$ cat src/jdd_pkg.sv
// jdd_pkg: shared types and constants of the joystick direction and deflection block
// sequencer states, direction codes, register indexes and reset values
// no dependencies
`default_nettype none

package jdd_pkg;

   typedef enum logic [2:0] {
      ST_IDLE,
      ST_CLASSIFY,
      ST_LOAD,
      ST_ITER,
      ST_FINISH,
      ST_DONE
   } state_type;

   typedef enum logic [2:0] {
      DIR_NEUTRAL = 3'd0,
      DIR_UP      = 3'd1,
      DIR_DOWN    = 3'd2,
      DIR_LEFT    = 3'd3,
      DIR_RIGHT   = 3'd4
   } dir_type;

   typedef enum logic [1:0] {
      REG_DEADZONE = 2'd0,
      REG_HIGH_END = 2'd1,
      REG_LOW_END  = 2'd2,
      REG_NONE     = 2'd3
   } reg_index_type;

   localparam logic       OP_CLASSIFY = 1'b0;
   localparam logic       OP_CALIBRATE = 1'b1;

   localparam logic [7:0] DEADZONE_RESET = 8'd15;
   localparam logic [7:0] HIGH_END_RESET = 8'd255;
   localparam logic [7:0] LOW_END_RESET  = 8'd3;

   localparam logic [6:0] PCT_MAX  = 7'd100;
   localparam int         PCT_BITS = 7;
   localparam logic [2:0] LAST_BIT = 3'd6;

endpackage

`default_nettype wire

$ cat src/joystick_direction_and_deflection_top.sv
// joystick_direction_and_deflection_top: classifies joystick samples and scales deflection
// one shared restoring compare/subtract unit runs both percentage divisions
// depends on jdd_pkg
//
//  channel  | handshake          | word
//  ---------+--------------------+----------------------------------------
//  req_     | req_valid/req_stall| opcode, x_sample, y_sample
//  rsp_     | rsp_valid/rsp_stall| direction, x_percent, y_percent
//  csr_     | csr_valid/csr_ready| csr_index, csr_data (always ready)
//
// a classify word with deflection runs a classify step, then two divisions of one setup,
// seven quotient bits and one finish step each, then an output step; calibrate and
// neutral words skip the divisions and go from classify straight to output
// synchronous reset restores centre to midscale and the registers to defaults
// req_stall is high from accept until the word enters the result register,
// which holds its word while rsp_stall is high
`default_nettype none

module joystick_direction_and_deflection_top #(
   parameter int SAMPLE_BITS = 8
) (
   input  wire logic       clock,
   input  wire logic       reset,
   input  wire logic       req_valid,
   output logic            req_stall,
   input  wire logic       req_opcode,
   input  wire logic [7:0] req_x_sample,
   input  wire logic [7:0] req_y_sample,
   output logic            rsp_valid,
   input  wire logic       rsp_stall,
   output logic [2:0]      rsp_direction,
   output logic [6:0]      rsp_x_percent,
   output logic [6:0]      rsp_y_percent,
   input  wire logic       csr_valid,
   output logic            csr_ready,
   input  wire logic [1:0] csr_index,
   input  wire logic [7:0] csr_data
);
   import jdd_pkg::*;

   localparam int SB = SAMPLE_BITS;
   localparam int DW = SAMPLE_BITS + PCT_BITS;
   localparam logic [SB-1:0] MIDSCALE = SB'(1) << (SB - 1);

   state_type state_ff, state_in;

   logic          op_ff;
   logic [SB-1:0] xs_ff, ys_ff;
   logic [SB-1:0] cx_ff, cy_ff;
   logic [7:0]    dz_ff, hi_ff, lo_ff;
   logic [2:0]    dir_ff;
   logic          dom_x_ff;
   logic [SB-1:0] num0_ff, den0_ff, num1_ff, den1_ff;
   logic          sel_ff;
   logic [DW-1:0] rem_ff;
   logic [SB-1:0] den_ff;
   logic [6:0]    quo_ff;
   logic [2:0]    cnt_ff;
   logic          sat_ff;
   logic [6:0]    xp_ff, yp_ff;
   logic          rsp_valid_ff;
   logic [2:0]    rsp_dir_ff;
   logic [6:0]    rsp_xp_ff, rsp_yp_ff;

   logic          accept;
   logic          out_free;
   logic [SB-1:0] dx, dy, dz_w, hi_w, lo_w;
   logic [SB-1:0] div_hi_x, div_lo_x, div_hi_y, div_lo_y;
   logic          neutral;
   logic [SB-1:0] num_sel, den_sel;
   logic [DW-1:0] num_w, prod;
   logic [DW-1:0] trial_den;
   logic [DW:0]   trial;
   logic [6:0]    pct;

   function automatic logic [SB-1:0] absdiff(input logic [SB-1:0] a, input logic [SB-1:0] b);
      absdiff = (a > b) ? a - b : b - a;
   endfunction

   // classification datapath
   always_comb begin
      dz_w     = SB'(dz_ff);
      hi_w     = SB'(hi_ff);
      lo_w     = SB'(lo_ff);
      dx       = absdiff(xs_ff, cx_ff);
      dy       = absdiff(ys_ff, cy_ff);
      neutral  = (dx < dz_w) && (dy < dz_w);
      div_hi_x = absdiff(hi_w, cx_ff);
      div_lo_x = absdiff(lo_w, cx_ff);
      div_hi_y = absdiff(hi_w, cy_ff);
      div_lo_y = absdiff(lo_w, cy_ff);
   end

   // shared divider unit
   always_comb begin
      num_sel   = sel_ff ? num1_ff : num0_ff;
      den_sel   = sel_ff ? den1_ff : den0_ff;
      num_w     = DW'(num_sel);
      prod      = (num_w << 6) + (num_w << 5) + (num_w << 2);
      trial_den = DW'(den_ff) << cnt_ff;
      trial     = {1'b0, rem_ff} - {1'b0, trial_den};
      if (den_ff == '0) begin
         pct = '0;
      end else if (sat_ff || (quo_ff > PCT_MAX)) begin
         pct = PCT_MAX;
      end else begin
         pct = quo_ff;
      end
   end

   always_comb begin
      state_in = state_ff;
      unique case (state_ff)
         ST_IDLE: begin
            if (accept) state_in = ST_CLASSIFY;
         end
         ST_CLASSIFY: begin
            if (op_ff == OP_CALIBRATE || neutral) state_in = ST_DONE;
            else state_in = ST_LOAD;
         end
         ST_LOAD: state_in = ST_ITER;
         ST_ITER: begin
            if (cnt_ff == '0) state_in = ST_FINISH;
         end
         ST_FINISH: begin
            if (sel_ff) state_in = ST_DONE;
            else state_in = ST_LOAD;
         end
         ST_DONE: begin
            if (out_free) state_in = ST_IDLE;
         end
         default: state_in = ST_IDLE;
      endcase
   end

   always_comb begin
      out_free  = !rsp_valid_ff || !rsp_stall;
      req_stall = (state_ff != ST_IDLE);
      accept    = req_valid && !req_stall;
      csr_ready = 1'b1;
   end

   always_ff @(posedge clock) begin
      if (reset) begin
         state_ff     <= ST_IDLE;
         rsp_valid_ff <= 1'b0;
         cx_ff        <= MIDSCALE;
         cy_ff        <= MIDSCALE;
         dz_ff        <= DEADZONE_RESET;
         hi_ff        <= HIGH_END_RESET;
         lo_ff        <= LOW_END_RESET;
      end else begin
         state_ff <= state_in;
         if (csr_valid && csr_ready) begin
            unique case (reg_index_type'(csr_index))
               REG_DEADZONE: dz_ff <= csr_data;
               REG_HIGH_END: hi_ff <= csr_data;
               REG_LOW_END:  lo_ff <= csr_data;
               REG_NONE: ;
               default: ;
            endcase
         end
         if (state_ff == ST_CLASSIFY && op_ff == OP_CALIBRATE) begin
            cx_ff <= xs_ff;
            cy_ff <= ys_ff;
         end
         if (state_ff == ST_DONE && out_free) begin
            rsp_valid_ff <= 1'b1;
         end else if (!rsp_stall) begin
            rsp_valid_ff <= 1'b0;
         end
      end
   end

   always_ff @(posedge clock) begin
      if (accept) begin
         op_ff <= req_opcode;
         xs_ff <= SB'(req_x_sample);
         ys_ff <= SB'(req_y_sample);
      end
      unique case (state_ff)
         ST_CLASSIFY: begin
            sel_ff <= 1'b0;
            xp_ff  <= '0;
            yp_ff  <= '0;
            if (op_ff == OP_CALIBRATE || neutral) begin
               dir_ff <= DIR_NEUTRAL;
            end else if (dx > dy) begin
               dom_x_ff <= 1'b1;
               dir_ff   <= (xs_ff > cx_ff) ? DIR_RIGHT : DIR_LEFT;
               num0_ff  <= dx;
               den0_ff  <= (xs_ff > cx_ff) ? div_hi_x : div_lo_x;
               num1_ff  <= dy;
               den1_ff  <= cy_ff;
            end else begin
               dom_x_ff <= 1'b0;
               dir_ff   <= (ys_ff > cy_ff) ? DIR_UP : DIR_DOWN;
               num0_ff  <= dy;
               den0_ff  <= (ys_ff > cy_ff) ? div_hi_y : div_lo_y;
               num1_ff  <= dx;
               den1_ff  <= cx_ff;
            end
         end
         ST_LOAD: begin
            rem_ff <= prod;
            den_ff <= den_sel;
            quo_ff <= '0;
            cnt_ff <= LAST_BIT;
            sat_ff <= (prod[DW-1:PCT_BITS] >= den_sel);
         end
         ST_ITER: begin
            if (!trial[DW]) begin
               rem_ff         <= trial[DW-1:0];
               quo_ff[cnt_ff] <= 1'b1;
            end
            cnt_ff <= cnt_ff - 3'd1;
         end
         ST_FINISH: begin
            sel_ff <= 1'b1;
            if (dom_x_ff == sel_ff) yp_ff <= pct;
            else xp_ff <= pct;
         end
         ST_DONE: begin
            if (out_free) begin
               rsp_dir_ff <= dir_ff;
               rsp_xp_ff  <= xp_ff;
               rsp_yp_ff  <= yp_ff;
            end
         end
         ST_IDLE: ;
         default: ;
      endcase
   end

   assign rsp_valid     = rsp_valid_ff;
   assign rsp_direction = rsp_dir_ff;
   assign rsp_x_percent = rsp_xp_ff;
   assign rsp_y_percent = rsp_yp_ff;

   a_neutral_zero: assert property (@(posedge clock) disable iff (reset)
      (rsp_valid && rsp_direction == DIR_NEUTRAL) |-> (rsp_x_percent == '0 && rsp_y_percent == '0))
      else $error("neutral word with nonzero deflection");

   a_pct_range: assert property (@(posedge clock) disable iff (reset)
      rsp_valid |-> (rsp_x_percent <= PCT_MAX && rsp_y_percent <= PCT_MAX))
      else $error("deflection above full scale");

   a_accept_starts: assert property (@(posedge clock) disable iff (reset)
      (req_valid && !req_stall) |=> (state_ff == ST_CLASSIFY))
      else $error("accepted word did not start classification");

   a_iter_ends: assert property (@(posedge clock) disable iff (reset)
      (state_ff == ST_ITER && cnt_ff == '0) |=> (state_ff == ST_FINISH))
      else $error("division did not finish after last quotient bit");

endmodule

`default_nettype wire
$ cat config.mk
export PLATFORM = sky130hd
export DESIGN_NAME = joystick_direction_and_deflection_top
export DESIGN_NICKNAME = d
export VERILOG_FILES = /design/src/jdd_pkg.sv /design/src/joystick_direction_and_deflection_top.sv
export SDC_FILE = /design/constraint.sdc
export NUM_CORES = 1
export LEC_CHECK = 0
export BUFFER_PORTS_ARGS = -buffer_cell sky130_fd_sc_hd__buf_2
export CORE_MARGIN = 2
export CORE_UTILIZATION = 66
export DETAILED_ROUTE_END_ITERATION = 10
export PLACE_DENSITY = 0.95
export SLEW_MARGIN = 30
export SYNTH_ARGS = -nofsm -noshare
export SYNTH_HDL_FRONTEND = slang
export SYNTH_SLANG_ARGS = --single-unit
$ cat constraint.sdc
create_clock -name clock -period 12.3 [get_ports clock]
set_input_delay 0.615 -clock clock [delete_from_list [all_inputs] [get_ports clock]]
set_output_delay 0.615 -clock clock [all_outputs]
set_load 0.05 [all_outputs]
==> parameters.txt <==
Parameter                              Value

Logic synthesis
  EDFF count, synth    119
  Flop and latch count out of synthesis    between 150 and 200
  Part of the Yosys area used for sequential elements    a little over a third
  Post-Syn Instances    ~1.3k
  Netlist area before placement    12,300 um2
  Main combinational cell family by area after synthesis    adder cells
  Dominant synthesized flop cell    sky130_fd_sc_hd__edfxtp_1
  Share of cell area taken by muxes after synthesis    6.97%
  Fraction of synthesis flops using an asynchronous set or reset pin    0%
  Simple-Gate Fraction of Synth Area    around an eighth
  Synthesized area per cell    9.70 um2
  Total nets after synthesis    between 1k and 1.5k
  Share of the synthesized area in compound gates (AO/OA/AOI/OAI)    16.3%
  Synthesis Warnings    0
  XOR/XNOR Fraction of Synth Area    under 10%
  Synth Area in Adders    between 10% and 20%
  Count of unique library cells instantiated by Yosys    83

Setup path
  CP Data Arrival Time    around 6.1 ns
  Capturing element type of the critical path    flop
  Crit-path max cell delay    approximately 0.76 ns
  Most frequent CP cell    sky130_fd_sc_hd__inv_1
  Cell-by-cell trace of the critical path    inv_1, fa_1, nand3_1, a21oi_1, o21bai_2, mux2_4, a221oi_2, xnor2_1, inv_1, ha_1, nand4_1, nand2b_1, a21oi_1, nor2_1, buf_4, inv_1, buf_4, nand2_1, o32ai_1, nor4_1, nand4_1
  Max Fanout on Critical Path    27
  Count of buffer and inverter cells on the critical path    5
  Endpoint required time on the critical path    roughly 13 ns
  Cell class contributing the biggest share of worst-path delay    compound AO/OA/AOI/OAI gates
  Worst setup SP type    flop
  Highest-delay cell along the critical path    sky130_fd_sc_hd__o21bai_2
  Worst setup path category    flop to flop

Worst hold path
  Path category of the worst min-delay check    primary input to flop

Layout
  Antenna cells    0
  Share of final-layout standard cells stronger than drive strength 1    between 10% and 20%
  Most used cells in the layout excluding fill and tap cells    sky130_fd_sc_hd__ha_1, sky130_fd_sc_hd__edfxtp_1, sky130_fd_sc_hd__inv_1, sky130_fd_sc_hd__nand2_1, sky130_fd_sc_hd__a21oi_1
  Count of nets after finishing    about 1.5k
  Register with the most flip-flops    rem_ff
  Finished Layout Cells    around 1.5k
  Commonest non-fill, non-tap cell in the layout    sky130_fd_sc_hd__ha_1
  Area delta synth->final    7.78%
  Flip-flop count of the largest register, all copies and words added    15

Global routing
  Antenna violations before repair    0
  Largest net degree at the start of global routing    45
  Remaining global-route overflow    0
  Total Routing Usage GR    between 30% and 40%
  Via count of the first global-routing pass    9,456
  First-pass GRT wire length    between 40,000 and 50,000 um

Timing
  Fin Setup TNS    0 ns
  Unrepaired setup endpoints after global routing    no
  Post-route worst hold slack    0.356 ns
  Pin slew with the least headroom to its limit    around 0.95 ns
  Ratio of final minimum period to clock period    between 40% and 50%
  Number of hold violations in the final report    0
  Shortest period the worst path allows    5.80 ns
  Peak Freq    172 MHz
  Final clock skew    0.0139 ns
  Final WS setup    around 6.5 ns
  Final setup violation count    0
  Headroom to the max-slew limit    between 30% and 40%
  Count of final max-slew check failures    0

Clock network
  Gates resized, CTS repair    0
  Post-CTS setup buffer count    0
  Clk buf depth    2
  Number of levels in the clock H-tree    4
  Clk sinks    between 150 and 200
  Clock tree root buffer cell    sky130_fd_sc_hd__clkbuf_16
  CTS buffer count    17
  CTS tree    built
  Clock latency reported for the late side of the worst-skew pair    0.44 ns
  Count of hold buffers inserted by post-cts repair    0
  Clock input transition at the sequential cells of the worst setup and hold paths    approximately 0.08 ns

Drt
  Via count    between 9k and 10k
  Number of vias per cell after detailed routing    between 6 and 7
  Initial drt markers    880
  Initial DRT Pass Iterations    6
  Average wire per standard cell    approximately 20 um
  Post-route DRC violation count    0
  Sum of routed wire length over all layers    roughly 31,000 um
  Remaining number of nets flagged by the antenna check after routing    0

Floorplanning
  Boundary pin count    52
  Placement Rows    49
  Area of the die    roughly 20,000 um2
  Chip width    between 100 and 150 um
  Core box area    between 15,000 and 20,000 um2
  Die outline height    between 100 and 150 um
  Starting density of the core    between 60% and 70%

Placed design
  DP HPWL    24,000 um
  Worst Setup Slack post-DPL    around 6.6 ns
  RePlAce Congestion    slightly above 1
  Cell count after placement    1,505
  Count of input and output buffers    50

Job
  Max cap viols    0

Status
  Status    complete, no violations
stage by stage:
step | utilization (%) | instance area [um2]
global placement | 69.6 | 12600
floorplan | - | 12300
CTS | 73.0 | 13300
finish | 73.0 | 13300
detailed placement | 69.6 | 12600
global route | 73.0 | 13300
synthesized netlist by cell type (18+ instances only):
master / instances / area, um2
sky130_fd_sc_hd__a21o_1: 21 / 158
sky130_fd_sc_hd__a21oi_1: 89 / 445
sky130_fd_sc_hd__clkbuf_1: 28 / 105
sky130_fd_sc_hd__dfxtp_1: 44 / 881
sky130_fd_sc_hd__edfxtp_1: 119 / 3570
sky130_fd_sc_hd__fa_1: 18 / 360
sky130_fd_sc_hd__ha_1: 149 / 1860
sky130_fd_sc_hd__inv_1: 113 / 424
sky130_fd_sc_hd__mux2_2: 21 / 236
sky130_fd_sc_hd__mux2i_1: 59 / 591
sky130_fd_sc_hd__nand2_1: 113 / 424
sky130_fd_sc_hd__nor2_1: 88 / 330
sky130_fd_sc_hd__nor2b_1: 24 / 150
sky130_fd_sc_hd__o21ai_0: 67 / 335
sky130_fd_sc_hd__xnor2_1: 29 / 254
sky130_fd_sc_hd__xor2_1: 20 / 175
worst reg2reg max path: stages (launching register included):
cell	delay (ns)
sky130_fd_sc_hd__dfxtp_1	0.59
sky130_fd_sc_hd__inv_1	0.27
sky130_fd_sc_hd__fa_1	0.46
sky130_fd_sc_hd__nand3_1	0.09
sky130_fd_sc_hd__a21oi_1	0.07
sky130_fd_sc_hd__o21bai_2	0.76
sky130_fd_sc_hd__mux2_4	0.37
sky130_fd_sc_hd__a221oi_2	0.30
sky130_fd_sc_hd__xnor2_1	0.22
sky130_fd_sc_hd__inv_1	0.08
sky130_fd_sc_hd__ha_1	0.30
sky130_fd_sc_hd__nand4_1	0.12
sky130_fd_sc_hd__nand2b_1	0.17
sky130_fd_sc_hd__a21oi_1	0.17
sky130_fd_sc_hd__nor2_1	0.06
sky130_fd_sc_hd__buf_4	0.21
sky130_fd_sc_hd__inv_1	0.34
sky130_fd_sc_hd__buf_4	0.37
sky130_fd_sc_hd__nand2_1	0.22
sky130_fd_sc_hd__o32ai_1	0.32
sky130_fd_sc_hd__nor4_1	0.08
sky130_fd_sc_hd__nand4_1	0.09
layout make-up:
| class | count | area, um2 |
|---|---|---|
| Multi-Input combinational cell | 943 | 7160 |
| Fill cell | 1216 | 4890 |
| Sequential cell | 163 | 4450 |
| Inverter | 114 | 428 |
| Clock buffer | 17 | 425 |
| Timing Repair Buffer | 56 | 295 |
| Tap cell | 229 | 287 |
| Clock inverter | 15 | 199 |
metal layers:
layer	vias to the layer above	share of wire, %	GRT usage, %	routed length, um
met5	-	0	0	0
li1	4592	-	-	-
met4	0	5.1	15.2	1580
met1	4595	39	38.4	12100
met3	113	8.8	6.39	2740
met2	522	48	54.6	14800
cell families after synthesis:
family / count (synthesis)
AND/OR/NAND/NOR: 336
AO/OA/AOI/OAI: 307
adder cells (fa/ha/maj): 167
flip-flops: 163
buffers and inverters: 162
multiplexers: 82
XOR/XNOR: 50
other: 1
worst paths after layout:
path	startpoint	endpoint	slack, ns	cells after the start
worst max-delay path	cy_ff[1]	den0_ff[6]	6.50	21
worst min register to register	xp_ff[6]	rsp_x_percent[6]	0.42	0
worst min-delay path	req_x_sample[1]	xs_ff[1]	0.36	1
worst max register to register	cy_ff[1]	den0_ff[6]	6.50	21
Power is left out: the tool's default activity adds up to more than one toggle a clock period on the data nets, which glitch-free logic cannot reach.
